## src/hw/rtl/tcc_pkg.sv

```systemverilog
// ----------------------------------------------------------------------------
// Text console cursor controller package
// Widths, character codes, state and result types, and cursor helpers.
// ----------------------------------------------------------------------------
package tcc_pkg;

   localparam int MAX_ROWS    = 128;
   localparam int ROW_W       = (MAX_ROWS > 1) ? $clog2(MAX_ROWS) : 1;
   localparam int COORD_W     = 11;
   localparam int WORK_W      = COORD_W + 1;
   localparam int CODE_W      = 8;
   localparam int CSR_IDX_W   = 1;
   localparam int REQ_TDATA_W = 8;
   localparam int RSP_TDATA_W = 32;
   localparam int RSP_PAD_W   = RSP_TDATA_W - CODE_W - 2 * COORD_W;
   localparam int CELL_SHIFT  = 4;

   localparam int RUN_MAX     = 3;
   localparam int FIFO_DEPTH  = 4;
   localparam int FIFO_PTR_W  = $clog2(FIFO_DEPTH);
   localparam int FIFO_CNT_W  = $clog2(FIFO_DEPTH + 1);

   localparam logic [CSR_IDX_W-1:0] CSR_SCREEN_WIDTH  = 1'd0;
   localparam logic [CSR_IDX_W-1:0] CSR_SCREEN_HEIGHT = 1'd1;

   localparam logic [COORD_W-1:0] WIDTH_RESET  = 11'd1920;
   localparam logic [COORD_W-1:0] HEIGHT_RESET = 11'd1080;
   localparam logic [COORD_W-1:0] COORD_MAX    = '1;

   localparam logic [CODE_W-1:0] CH_NEWLINE   = 8'h0A;
   localparam logic [CODE_W-1:0] CH_RETURN    = 8'h0D;
   localparam logic [CODE_W-1:0] CH_TAB       = 8'h09;
   localparam logic [CODE_W-1:0] CH_BACKSPACE = 8'h7F;
   localparam logic [CODE_W-1:0] CH_BLANK     = 8'h20;

   localparam logic [WORK_W-1:0] CELL     = 12'd16;
   localparam logic [WORK_W-1:0] TAB_STEP = 12'd64;

   typedef enum logic [1:0] {
      ST_IDLE,
      ST_DRAW,
      ST_WRAP,
      ST_FLUSH
   } state_type;

   typedef enum logic {
      OP_DRAW   = 1'b0,
      OP_SCROLL = 1'b1
   } op_type;

   typedef struct packed {
      op_type              op_kind;
      logic [CODE_W-1:0]   glyph_code;
      logic [COORD_W-1:0]  pos_x;
      logic [COORD_W-1:0]  pos_y;
      logic                last_of_run;
   } result_type;

   function automatic logic [WORK_W-1:0] sub_floor(input logic [WORK_W-1:0] a);
      return (a >= CELL) ? (a - CELL) : '0;
   endfunction

   function automatic logic [COORD_W-1:0] cap11(input logic [WORK_W-1:0] v);
      return (v > {1'b0, COORD_MAX}) ? COORD_MAX : v[COORD_W-1:0];
   endfunction

   function automatic logic [ROW_W-1:0] row_of(input logic [WORK_W-1:0] y);
      logic [31:0] r;
      r = 32'(y >> CELL_SHIFT);
      if (r >= 32'(MAX_ROWS)) begin
         return ROW_W'(MAX_ROWS - 1);
      end
      return ROW_W'(r);
   endfunction

   function automatic logic [ROW_W-1:0] row_slot(input logic [ROW_W-1:0] base,
                                                 input logic [ROW_W-1:0] row);
      logic [ROW_W:0] sum;
      sum = {1'b0, base} + {1'b0, row};
      if (sum >= (ROW_W + 1)'(MAX_ROWS)) begin
         sum = sum - (ROW_W + 1)'(MAX_ROWS);
      end
      return sum[ROW_W-1:0];
   endfunction

endpackage

```

## src/hw/rtl/text_console_cursor_controller.sv

```systemverilog
// ----------------------------------------------------------------------------
// Text console cursor controller
// Turns character codes into glyph draw and scroll commands for a console.
// ----------------------------------------------------------------------------
// Usage: one character per req_ transaction (req_tdata[7:0]). Each character
// yields zero to three commands on rsp_: draw a 16x16 cell (rsp_tuser 0) or
// scroll up one text row and clear the bottom row (rsp_tuser 1); rsp_tlast
// marks the final command of a character. screen_width and screen_height must
// be written on csr_ only while the block is idle; the block does not enforce this.
// Sequencing: the cursor sequencer runs a pre-move, a draw and a wrap step per
// character, plus a flush step when the wrap check ends in a scroll; the
// pre-move and wrap steps share the single row-end table write port. A
// one-entry input buffer holds the character in work, and the next character
// is accepted in the cycle that the current one finishes.
// Row ends sit in a 128-entry memory addressed through a rotating base, so a
// scroll moves the base and clears one valid bit instead of copying rows.
// Reset: cursor at (0, 0), all row ends zero, sizes 1920 x 1080, queues empty.
// Stall: commands wait in a 4-entry output queue; a new character starts only
// when the queue has room for three commands, so req_tready drops when the
// receiver holds rsp_tready low.
// ----------------------------------------------------------------------------
module text_console_cursor_controller
   import tcc_pkg::*;
(
   input  logic                    clock,
   input  logic                    reset,
   input  logic                    req_tvalid,
   output logic                    req_tready,
   input  logic [REQ_TDATA_W-1:0]  req_tdata,   // [7:0] char_code
   output logic                    rsp_tvalid,
   input  logic                    rsp_tready,
   output logic [RSP_TDATA_W-1:0]  rsp_tdata,   // [7:0] glyph_code, [18:8] pos_x,
                                                // [29:19] pos_y, [31:30] zero
   output logic                    rsp_tuser,   // [0] op_kind
   output logic                    rsp_tlast,
   input  logic                    csr_we,
   input  logic [CSR_IDX_W-1:0]    csr_index,
   input  logic [COORD_W-1:0]      csr_wdata
);

   logic [COORD_W-1:0]    width_ff, height_ff;
   logic [COORD_W-1:0]    cur_x_ff, cur_y_ff, cur_x_in, cur_y_in;
   logic [WORK_W-1:0]     work_x_ff, work_y_ff, work_x_in, work_y_in;
   logic                  lookup_ff, lookup_in;
   state_type             state_ff, state_in;

   logic                  in_valid_ff;
   logic [CODE_W-1:0]     in_char_ff;
   logic                  accept, consume;

   logic [COORD_W-1:0]    table_mem [MAX_ROWS];
   logic [MAX_ROWS-1:0]   valid_ff, valid_in;
   logic [ROW_W-1:0]      base_ff;
   logic [COORD_W-1:0]    rd_data_ff;
   logic                  rd_valid_ff;
   logic [ROW_W-1:0]      rd_addr, tbl_waddr;
   logic [COORD_W-1:0]    tbl_wdata;
   logic                  tbl_we, scroll_en;

   result_type            pend_ff, pend_in;
   logic                  pend_valid_ff, pend_valid_in;
   result_type            push_data;
   logic                  push, pop;

   result_type            fifo_mem [FIFO_DEPTH];
   logic [FIFO_PTR_W-1:0] wr_ptr_ff, rd_ptr_ff;
   logic [FIFO_CNT_W-1:0] count_ff;
   logic                  fifo_room;
   result_type            head;

   assign consume    = ((state_ff == ST_WRAP) && (state_in == ST_IDLE)) ||
                       (state_ff == ST_FLUSH);
   assign req_tready = !in_valid_ff || consume;
   assign accept     = req_tvalid && req_tready;
   assign fifo_room  = count_ff <= FIFO_CNT_W'(FIFO_DEPTH - RUN_MAX);

   always_comb begin
      logic [WORK_W-1:0] w12, h12, cx, cy, x, y, bs_x, rec_x, rec_y;
      logic              rec_en, new_valid, run_end;
      result_type        new_res;

      w12 = {1'b0, width_ff};
      h12 = {1'b0, height_ff};
      cx  = {1'b0, cur_x_ff};
      cy  = {1'b0, cur_y_ff};
      x = '0;
      y = '0;
      bs_x = '0;
      rec_x = '0;
      rec_y = '0;
      rec_en = 1'b0;
      new_valid = 1'b0;
      new_res = '0;
      run_end = 1'b0;
      scroll_en = 1'b0;
      state_in = state_ff;
      work_x_in = work_x_ff;
      work_y_in = work_y_ff;
      lookup_in = lookup_ff;
      cur_x_in = cur_x_ff;
      cur_y_in = cur_y_ff;
      rd_addr = row_slot(base_ff, row_of(sub_floor(cy)));

      case (state_ff)
         ST_IDLE: begin
            if (in_valid_ff && fifo_room) begin
               state_in = ST_DRAW;
               lookup_in = 1'b0;
               work_x_in = cx;
               work_y_in = cy;
               case (in_char_ff)
                  CH_NEWLINE: begin
                     rec_en = 1'b1;
                     rec_x = cx;
                     rec_y = cy;
                     work_x_in = '0;
                     work_y_in = cy + CELL;
                  end
                  CH_RETURN: begin
                     work_x_in = '0;
                  end
                  CH_TAB: begin
                     if (cx + CELL >= w12) begin
                        rec_en = 1'b1;
                        rec_x = cx;
                        rec_y = cy;
                        work_x_in = '0;
                        work_y_in = (cy + CELL <= h12) ? (cy + CELL) : sub_floor(h12);
                     end
                  end
                  CH_BACKSPACE: begin
                     if ((cx == '0) && (cy != '0)) begin
                        lookup_in = 1'b1;
                        work_y_in = sub_floor(cy);
                     end else begin
                        work_x_in = sub_floor(cx);
                     end
                  end
                  default: begin
                     if (cy + CELL >= h12) begin
                        scroll_en = 1'b1;
                        work_x_in = '0;
                        work_y_in = sub_floor(cy);
                        new_valid = 1'b1;
                        new_res.op_kind = OP_SCROLL;
                        new_res.pos_y = cap11(sub_floor(cy));
                     end
                  end
               endcase
            end
         end
         ST_DRAW: begin
            state_in = ST_WRAP;
            case (in_char_ff)
               CH_NEWLINE, CH_RETURN: begin
               end
               CH_TAB: begin
                  if (work_y_ff < h12) begin
                     new_valid = 1'b1;
                     new_res.op_kind = OP_DRAW;
                     new_res.glyph_code = CH_BLANK;
                     new_res.pos_x = cap11(work_x_ff);
                     new_res.pos_y = cap11(work_y_ff);
                  end
                  work_x_in = work_x_ff + TAB_STEP;
               end
               CH_BACKSPACE: begin
                  if (lookup_ff) begin
                     bs_x = rd_valid_ff ? {1'b0, rd_data_ff} : '0;
                  end else begin
                     bs_x = work_x_ff;
                  end
                  new_valid = 1'b1;
                  new_res.op_kind = OP_DRAW;
                  new_res.glyph_code = CH_BLANK;
                  new_res.pos_x = cap11(bs_x);
                  new_res.pos_y = cap11(work_y_ff);
                  work_x_in = bs_x;
               end
               default: begin
                  new_valid = 1'b1;
                  new_res.op_kind = OP_DRAW;
                  new_res.glyph_code = in_char_ff;
                  new_res.pos_x = cap11(work_x_ff);
                  new_res.pos_y = cap11(work_y_ff);
                  work_x_in = work_x_ff + CELL;
               end
            endcase
         end
         ST_WRAP: begin
            x = work_x_ff;
            y = work_y_ff;
            if (x >= w12) begin
               rec_en = 1'b1;
               rec_x = x;
               rec_y = y;
               x = '0;
               y = y + CELL;
            end
            if (y >= h12) begin
               scroll_en = 1'b1;
               x = '0;
               y = sub_floor(y);
               new_valid = 1'b1;
               new_res.op_kind = OP_SCROLL;
               new_res.pos_y = cap11(y);
               state_in = ST_FLUSH;
            end else begin
               run_end = 1'b1;
               state_in = ST_IDLE;
            end
            cur_x_in = cap11(x);
            cur_y_in = cap11(y);
         end
         ST_FLUSH: begin
            run_end = 1'b1;
            state_in = ST_IDLE;
         end
         default: begin
            state_in = ST_IDLE;
         end
      endcase

      tbl_we    = rec_en;
      tbl_waddr = row_slot(base_ff, row_of(rec_y));
      tbl_wdata = cap11(sub_floor(rec_x));

      push = 1'b0;
      push_data = pend_ff;
      pend_in = pend_ff;
      pend_valid_in = pend_valid_ff;
      if (new_valid) begin
         if (pend_valid_ff) begin
            push = 1'b1;
            push_data.last_of_run = 1'b0;
         end
         pend_in = new_res;
         pend_valid_in = 1'b1;
      end else if (run_end && pend_valid_ff) begin
         push = 1'b1;
         push_data.last_of_run = 1'b1;
         pend_valid_in = 1'b0;
      end
   end

   // mark written rows, drop the row that leaves on a scroll
   always_comb begin
      valid_in = valid_ff;
      if (tbl_we) begin
         valid_in[tbl_waddr] = 1'b1;
      end
      if (scroll_en) begin
         valid_in[base_ff] = 1'b0;
      end
   end

   always_ff @(posedge clock) begin
      if (reset) begin
         state_ff <= ST_IDLE;
         width_ff <= WIDTH_RESET;
         height_ff <= HEIGHT_RESET;
         cur_x_ff <= '0;
         cur_y_ff <= '0;
         in_valid_ff <= 1'b0;
         pend_valid_ff <= 1'b0;
         base_ff <= '0;
         valid_ff <= '0;
      end else begin
         state_ff <= state_in;
         cur_x_ff <= cur_x_in;
         cur_y_ff <= cur_y_in;
         pend_valid_ff <= pend_valid_in;
         if (accept) begin
            in_valid_ff <= 1'b1;
         end else if (consume) begin
            in_valid_ff <= 1'b0;
         end
         if (csr_we) begin
            case (csr_index)
               CSR_SCREEN_WIDTH:  width_ff <= csr_wdata;
               CSR_SCREEN_HEIGHT: height_ff <= csr_wdata;
               default: begin
               end
            endcase
         end
         valid_ff <= valid_in;
         if (scroll_en) begin
            base_ff <= (base_ff == ROW_W'(MAX_ROWS - 1)) ? '0 : base_ff + 1'b1;
         end
      end
   end

   always_ff @(posedge clock) begin
      work_x_ff <= work_x_in;
      work_y_ff <= work_y_in;
      lookup_ff <= lookup_in;
      pend_ff <= pend_in;
      if (accept) begin
         in_char_ff <= req_tdata[CODE_W-1:0];
      end
   end

   always_ff @(posedge clock) begin
      if (tbl_we) begin
         table_mem[tbl_waddr] <= tbl_wdata;
      end
      rd_data_ff <= table_mem[rd_addr];
      rd_valid_ff <= valid_ff[rd_addr];
   end

   assign pop        = rsp_tvalid && rsp_tready;
   assign rsp_tvalid = count_ff != '0;
   assign head       = fifo_mem[rd_ptr_ff];

   always_ff @(posedge clock) begin
      if (push) begin
         fifo_mem[wr_ptr_ff] <= push_data;
      end
   end

   always_ff @(posedge clock) begin
      if (reset) begin
         wr_ptr_ff <= '0;
         rd_ptr_ff <= '0;
         count_ff <= '0;
      end else begin
         if (push) begin
            wr_ptr_ff <= (wr_ptr_ff == FIFO_PTR_W'(FIFO_DEPTH - 1)) ? '0 : wr_ptr_ff + 1'b1;
         end
         if (pop) begin
            rd_ptr_ff <= (rd_ptr_ff == FIFO_PTR_W'(FIFO_DEPTH - 1)) ? '0 : rd_ptr_ff + 1'b1;
         end
         case ({push, pop})
            2'b10:   count_ff <= count_ff + 1'b1;
            2'b01:   count_ff <= count_ff - 1'b1;
            default: count_ff <= count_ff;
         endcase
      end
   end

   assign rsp_tdata = {{RSP_PAD_W{1'b0}}, head.pos_y, head.pos_x, head.glyph_code};
   assign rsp_tuser = head.op_kind;
   assign rsp_tlast = head.last_of_run;

endmodule

```

## config.mk

```make
export PLATFORM = sky130hd
export DESIGN_NAME = text_console_cursor_controller
export DESIGN_NICKNAME = d
export VERILOG_FILES = /design/src/hw/rtl/tcc_pkg.sv /design/src/hw/rtl/text_console_cursor_controller.sv
export SDC_FILE = /design/constraint.sdc
export NUM_CORES = 2
export LEC_CHECK = 0
export ABC_CLOCK_PERIOD_IN_PS = 11500
export BUFFER_PORTS_ARGS = -buffer_cell sky130_fd_sc_hd__buf_4
export CAP_MARGIN = 20
export CORE_ASPECT_RATIO = 1.75
export CORE_UTILIZATION = 25
export CTS_CLUSTER_SIZE = 30
export DETAILED_ROUTE_END_ITERATION = 10
export PLACE_DENSITY_LB_ADDON = 0.05
export SLEW_MARGIN = 40
export SYNTH_ARGS = -nofsm -noshare
export SYNTH_HDL_FRONTEND = slang
export SYNTH_SLANG_ARGS = --single-unit
```

## constraint.sdc

```tcl
create_clock -name clock -period 11.5 [get_ports clock]
set_input_delay 0.575 -clock clock [delete_from_list [all_inputs] [get_ports clock]]
set_output_delay 0.575 -clock clock [all_outputs]
set_load 0.005 [all_outputs]
```

Word-level counts from Yosys, hierarchy flattened:

Memories as Yosys holds them, arrays and structs flattened. A register that Yosys moved wholly into a read port is not among the register bits.
Cells that the tools add are included.

* add/sub/neg operators: 19
* $lt $le $gt $ge: 29
* equal/unequal tests: 14
* multiplexer cells: 107
* bitwise gates (word level): 4
* reduce and logical (&&, ||, !) cells: 26

Operator list (number)
* 2-to-1 mux 12 bit: 23
* 2-to-1 mux 128 bit: 2
* 2-to-1 mux 11 bit: 19
* bitwise AND 128 bit: 1
* NOT 128 bit: 1
* bitwise OR 128 bit: 1
* > comparator 12 x 11 -> 1 bit (second input constant): 8
* case mux 30 bit (3 select lines): 1
* case mux 12 bit (2 select lines): 3
* case mux 12 bit (3 select lines): 2
* 2-to-1 mux 7 bit: 7
* >= comparator 12 x 11 -> 1 bit: 4
* case mux 12 bit (4 select lines): 1
* case mux 11 bit (2 select lines): 2
* subtractor 11 x 5 -> 12 bit (second input constant): 3
* >= comparator 11 x 5 -> 1 bit (second input constant): 3
* case mux 11 bit (3 select lines): 1
* >= comparator 8 bit (second input constant): 4
* 2-to-1 mux 28 bit: 1
* 2-to-1 mux 1 bit: 27
* adder 11 x 5 -> 12 bit (second input constant): 2
* adder 12 x 5 -> 12 bit (second input constant): 2
* equality test 8 x 4 -> 1 bit (second input constant): 3
* >= comparator 12 x 5 -> 1 bit (second input constant): 2
* 38 further kinds: 76

* register bits: 255
* memory bits (writable): 1536
* output and inout bits: 36
* memories: 2

Memory list
* table_mem: words 128, width 11, rd ports 1, clocked after Yosys merged registers in 1, write ports 1, RTL line text_console_cursor_controller.sv:51 `logic [COORD_W-1:0] table_mem [MAX_ROWS];`
* fifo_mem: words 4, width 32, rd ports 1, clocked after Yosys merged registers in 1, write ports 1, RTL line text_console_cursor_controller.sv:65 `result_type fifo_mem [FIFO_DEPTH];`

Depth between registers and ports, before layout:

* depth in word-level cells: 20
* depth in mapped cells: 26
* depth with buffers taken out: 23

Worst setup path before layout:

No wires, ideal clock.

* path type: register to register
* start point: register cur_x_ff[8]
* end point: memory table_mem[0][10] (data pin)
* arrival time: 8.454 ns
* data required time: 10.270 ns
* path slack: 1.816 ns
* stages on the path, launching flop included: 18
* path buffers: 2
* clock period less this slack: 9.684 ns
* cell sequence: dfxtp_1 clkbuf_1 and3_1 nand3_1 xnor2_1 ha_1 a21o_1 a21oi_1 o21ai_0 a21oi_1 a21o_4 a21oi_4 clkbuf_1 a22oi_1 ha_1 o211a_1 o21bai_1 a211oi_1

* longest elaborated chain between the ends: 10
* elaborated cells between the ends (all ways): 11
* classes of those cells: 2 x add/sub; 3 x order compare; 6 x mux

Ends and longest elaborated chain
* start, declared: RTL line text_console_cursor_controller.sv:42 `logic [COORD_W-1:0] cur_x_ff, cur_y_ff, cur_x_in, cur_y_in;`
* start signal, assigned: RTL line text_console_cursor_controller.sv:270 `cur_x_ff <= cur_x_in;`
* adder 11 x 5 -> 12 bit: RTL line text_console_cursor_controller.sv:123 `if (cx + CELL >= w12) begin`
* >= comparator 12 x 11 -> 1 bit: RTL line text_console_cursor_controller.sv:123
* 2-to-1 mux 11 bit: RTL line text_console_cursor_controller.sv:123
* case mux 11 bit (2 select lines) (*): RTL line text_console_cursor_controller.sv:111 `case (in_char_ff)`
* 2-to-1 mux 11 bit (*): RTL line text_console_cursor_controller.sv:106 `if (in_valid_ff && fifo_room) begin`
* case mux 12 bit (2 select lines) (*): RTL line text_console_cursor_controller.sv:104 `case (state_ff)`
* subtractor 12 x 5 -> 12 bit or >= comparator 12 x 5 -> 1 bit (tied branches): RTL line tcc_pkg.sv:60 `return (a >= CELL) ? (a - CELL) : '0;`
* 2-to-1 mux 12 bit (*): RTL line tcc_pkg.sv:60
* > comparator 12 x 11 -> 1 bit: RTL line tcc_pkg.sv:64 `return (v > {1'b0, COORD_MAX}) ? COORD_MAX : v[COORD_W-1:0];`
* 2-to-1 mux 11 bit (*): RTL line tcc_pkg.sv:64
* named net tbl_wdata[10]: RTL line text_console_cursor_controller.sv:57 `logic [COORD_W-1:0] tbl_wdata;`
* end, declared: RTL line text_console_cursor_controller.sv:51

The timed path passes the listed nets; every way through them passes the cells marked *.

Worst setup path after layout:

* start point: register cur_x_ff[8]
* end point: memory table_mem[114][1], enable pin

* longest elaborated chain between the ends: 12
* elaborated cells between the ends (all ways): 19
* classes of those cells: 3 x add/sub; 3 x order compare; 13 x mux

Ends and longest elaborated chain
* adder 11 x 5 -> 12 bit (*): RTL line text_console_cursor_controller.sv:123
* >= comparator 12 x 11 -> 1 bit (*): RTL line text_console_cursor_controller.sv:123
* 2-to-1 mux 11 bit: RTL line text_console_cursor_controller.sv:123
* case mux 11 bit (2 select lines): RTL line text_console_cursor_controller.sv:111
* 2-to-1 mux 11 bit: RTL line text_console_cursor_controller.sv:106
* case mux 12 bit (2 select lines): RTL line text_console_cursor_controller.sv:104
* >= comparator 8 bit: RTL line tcc_pkg.sv:70 `if (r >= 32'(MAX_ROWS)) begin`
* 2-to-1 mux 1 bit: RTL line tcc_pkg.sv:70
* 2-to-1 mux 7 bit: RTL line tcc_pkg.sv:73 `return ROW_W'(r);`
* adder 7 x 7 -> 8 bit: RTL line tcc_pkg.sv:79 `sum = {1'b0, base} + {1'b0, row};`
* subtractor 7 x 1 -> 7 bit or >= comparator 8 bit (tied branches): RTL line tcc_pkg.sv:81, tcc_pkg.sv:80
* 2-to-1 mux 7 bit: RTL line tcc_pkg.sv:80 `if (sum >= (ROW_W + 1)'(MAX_ROWS)) begin`

Mark *: on every way between the ends. The rest lies on a longest branch, timed or not.

==> flow_summary_export.csv <==
group,metric,value,unit
die,pin_count,61,
sta,hold_ws,0.0661,ns
sta,relSlewSlack,0.403,
yosys,yosysTopAreaCell,"edfxtp_1",
cts,path_clk_slew,0.07,ns
detailed_routing,viasPerCell,4.77,
worst_setup_path,worstPathArrival,8.01,ns
worst_hold_path,min-delay-path-class,"primary input to flop",
yosys,synth_cells,4169,
die,die_w,416,um
worst_setup_path,critPathMaxFanout,34,
place,place_hpwl,177000,um
layout,multi_input_area,22100,um^2
die,rows,265,
die,design.die.area,302000,um^2
yosys,ys_seq_elements,1804,
sta,setup_violations,0,
pwr,vdd_drop_max,0.000402,V
worst_setup_path,crit_cells,23,
yosys,seq_area_frac_synth,0.697,
yosys,synth_ff_type,"edfxtp_1",
sta,rsz0062_at_grt,"no",
worst_setup_path,slowest_delay,0.55,ns
worst_setup_path,reg2reg_slack,4.02,ns
layout,stdcell_count,8452,
yosys,synth_top_cell_area_share,0.642,
pwr,finalPower,27500,uW
cts,clockRootBuffer,"clkbuf_16",
worst_setup_path,rr_worst_depth,23,
sta,finalCritPeriodShare,0.651,
worst_hold_path,holdPathStages,3,
layout,area_growth,17.7,%
sta,tns,0,ns
worst_setup_path,critPathLaunchType,"flop",
layout,seq_area,52100,um^2
detailed_routing,vias,40279,
yosys,ys_top_cells_by_area,"edfxtp_1 64%, mux4_2 15%, dfxtp_1 5.5%",
yosys,synth_edf_count,1600,
cts,htreeDepth,4,
sta,max_freq,0.134,GHz
worst_setup_path,rr_startpoint,"cur_x_ff[8]",
detailed_routing,drtIter0Drc,2568,
detailed_routing,drc_errors,0,
die,core_area,298000,um^2
detailed_routing,finalWirelength,268000,um
cts,ctsResizeCount,0,
sta,worstMarginPinSlew,0.892,ns
layout,fin_nets,4540,
die,die_y,726,um
grt,grt_overflow_total,0,
pwr,power_leakage,0.0280,uW
sta,skew,0.0699,ns
cts,post_cts_buffers,0,
place,port_buffers,58,
worst_setup_path,r2r-end,"table_mem[114][1]",
yosys,avgSynthCellArea,17.9,um^2
sta,period_minus_slack,7.48,ns
grt,grt_pass1_vias,43314,
grt,grt_pass1_wl,370000,um
worst_setup_path,crit_slowest_cell,"dfxtp_1",
yosys,synth_area,74800,um^2
die,start_util,0.251,
cts,cts_buffers,193,
yosys,synth.top_cells.by_count,"1600 x edfxtp_1, 512 x mux4_2, 233 x a21oi_1, 223 x nor2_1, 204 x dfxtp_1",
worst_setup_path,critPathBufInv,3,
cts,clockBufferDepth,4,
job,max_cap_violations,0,
cts,clkSinkCount,1804,
sta,hold_viol,0,
layout,final_layout_size_suffix_gt1_frac,0.273,
detailed_routing,wire_per_inst,31.7,um
yosys,ys_warn_count,0,
place,gp_congestion,0.815,
run_status,run_status,"finished clean",
worst_hold_path,hold_end,"height_ff[1]",
worst_setup_path,crit_chain,"and3_1 > nand3_1 > xnor2_1 > ha_1 > a21o_1 > a21oi_1 > o21ai_0 > a21oi_1 > a21oi_4 > o21ai_1 > o22ai_1 > fa_1 > a21oi_1 > nor2_1 > nor2_1 > o21ai_0 > xor2_1 > xor2_4 > buf_4 > buf_4 > nand2_1 > nor2_1 > buf_4",
cts,tritoncts,"built",
grt,grt_antenna_before_repair,2,
worst_setup_path,crit_family,"compound AO/OA/AOI/OAI gates",
sta,drv_slew,0,
detailed_routing,ant_nets,0,
place,dpl.cell_count,8077,
cts,clock_latency,0.87,ns
yosys,yosysMostFrequentCell,"edfxtp_1",
worst_setup_path,worstSetupEndpointType,"flop",
worst_setup_path,path_class,"flop to flop",
grt,grtUsageTotal,0.176,
worst_hold_path,worstHoldStart,"csr_wdata[1]",
yosys,ys_async_sr_fraction,0,
pwr,power_density,312,nW/um^2
detailed_routing,first_pass_iters,6,
yosys,synth_cell_types,91,
grt,grt_max_degree,129,
layout,fillers,29333,
worst_setup_path,required,12.03,ns
[timing repair]
item | CTS | global route
hold buffers | 18 | 0
setup endpoints to repair | 0 | 0
endpoints found under the hold margin | 25 | 0
[per-layer routing]
layer	wire [um]	part of all wire	track usage
met5	0	0	0
met4	9700	0.036	0.0598
met3	6650	0.025	0.0177
met2	153000	0.57	0.349
met1	98900	0.37	0.191
[sequential cells by signal (all words and copies together), names as in the netlist, 3 cells and up, named ones only]
name	flops
height_ff	11
count_ff	3
width_ff	11
table_mem	1408
fifo_mem	128
in_char_ff	8
work_y_ff	12
cur_x_ff	11
pend_ff	31
base_ff	7
valid_ff	128
cur_y_ff	11
rd_data_ff	11
work_x_ff	12
[worst register-to-register path: stages, from the launching register on]
cell and delay [ns]:
dfxtp_1 0.55, and3_1 0.21, nand3_1 0.12, xnor2_1 0.17, ha_1 0.30, a21o_1 0.19
a21oi_1 0.13, o21ai_0 0.10, a21oi_1 0.39, a21oi_4 0.14, o21ai_1 0.55, o22ai_1 0.26
fa_1 0.51, a21oi_1 0.20, nor2_1 0.06, nor2_1 0.25, o21ai_0 0.23, xor2_1 0.51
xor2_4 0.17, buf_4 0.52, buf_4 0.56, nand2_1 0.49, nor2_1 0.25, buf_4 0.29
[final cells by class]
cell class,count,share of cell area
Sequential cell,1804,0.592
Inverter,56,0.00239
Clock buffer,250,0.0590
Tap cell,3871,0.0550
Timing Repair Buffer,315,0.0297
Clock inverter,96,0.0110
Multi-Input combinational cell,2051,0.251
Antenna cell,9,0.000256
[cells in the final DEF, fill, tap and decap left out, drive strengths merged, types with 20 or more instances in the layout]
| master | instances |
|---|---|
| a211oi | 44 |
| a21oi | 238 |
| a31oi | 37 |
| and2 | 20 |
| and3 | 22 |
| buf | 297 |
| clkbuf | 250 |
| clkinv | 63 |
| dfxtp | 204 |
| edfxtp | 1600 |
| ha | 92 |
| inv | 61 |
| mux2 | 25 |
| mux2i | 28 |
| mux4 | 512 |
| nand2 | 183 |
| nand2b | 20 |
| nand3 | 30 |
| nand4 | 40 |
| nor2 | 239 |
| nor3 | 44 |
| nor4 | 32 |
| o211ai | 28 |
| o21a | 112 |
| o21ai | 93 |
| xnor2 | 37 |
| xor2 | 22 |
[how the worst max path moves through the flow]
| stage | from | end |
|---|---|---|
| finish | cur_x_ff[8] | table_mem[114][1] |
| global route | cur_x_ff[8] | table_mem[114][1] |
| CTS | cur_x_ff[8] | table_mem[114][1] |
| detailed placement | cur_x_ff[8] | table_mem[114][8] |
| global placement | cur_x_ff[8] | table_mem[2][0] |
| floorplan | cur_x_ff[8] | table_mem[0][10] |
[stage by stage]
step	area [um^2]	setup slack (ns)	util
after global placement	81400	3.87	0.273
after global routing	88100	3.47	0.296
after floorplan	74800	1.82	-
after CTS	88000	3.97	0.296
final	88100	4.02	0.296
after detailed placement	81700	4.02	0.274
[cells by family after synthesis]
logic type | share of synthesized area
flip-flops | 0.697
AO/OA/AOI/OAI | 0.0553
multiplexers | 0.162
XOR/XNOR | 0.00726
other | 0.0000501
adder cells (fa/ha/maj) | 0.0159
AND/OR/NAND/NOR | 0.0460
buffers and inverters | 0.0172
[report_power, final]
group / leakage [uW] / internal, uW / switching, uW / total (uW)
logic: 0.00865 / 5080 / 7910 / 13000
registers: 0.0164 / 7970 / 178 / 8150
clock network: 0.00301 / 3590 / 2730 / 6330
total: 0.0280 / 16600 / 10800 / 27500
No activity file was read; power rests on OpenSTA's default activity.
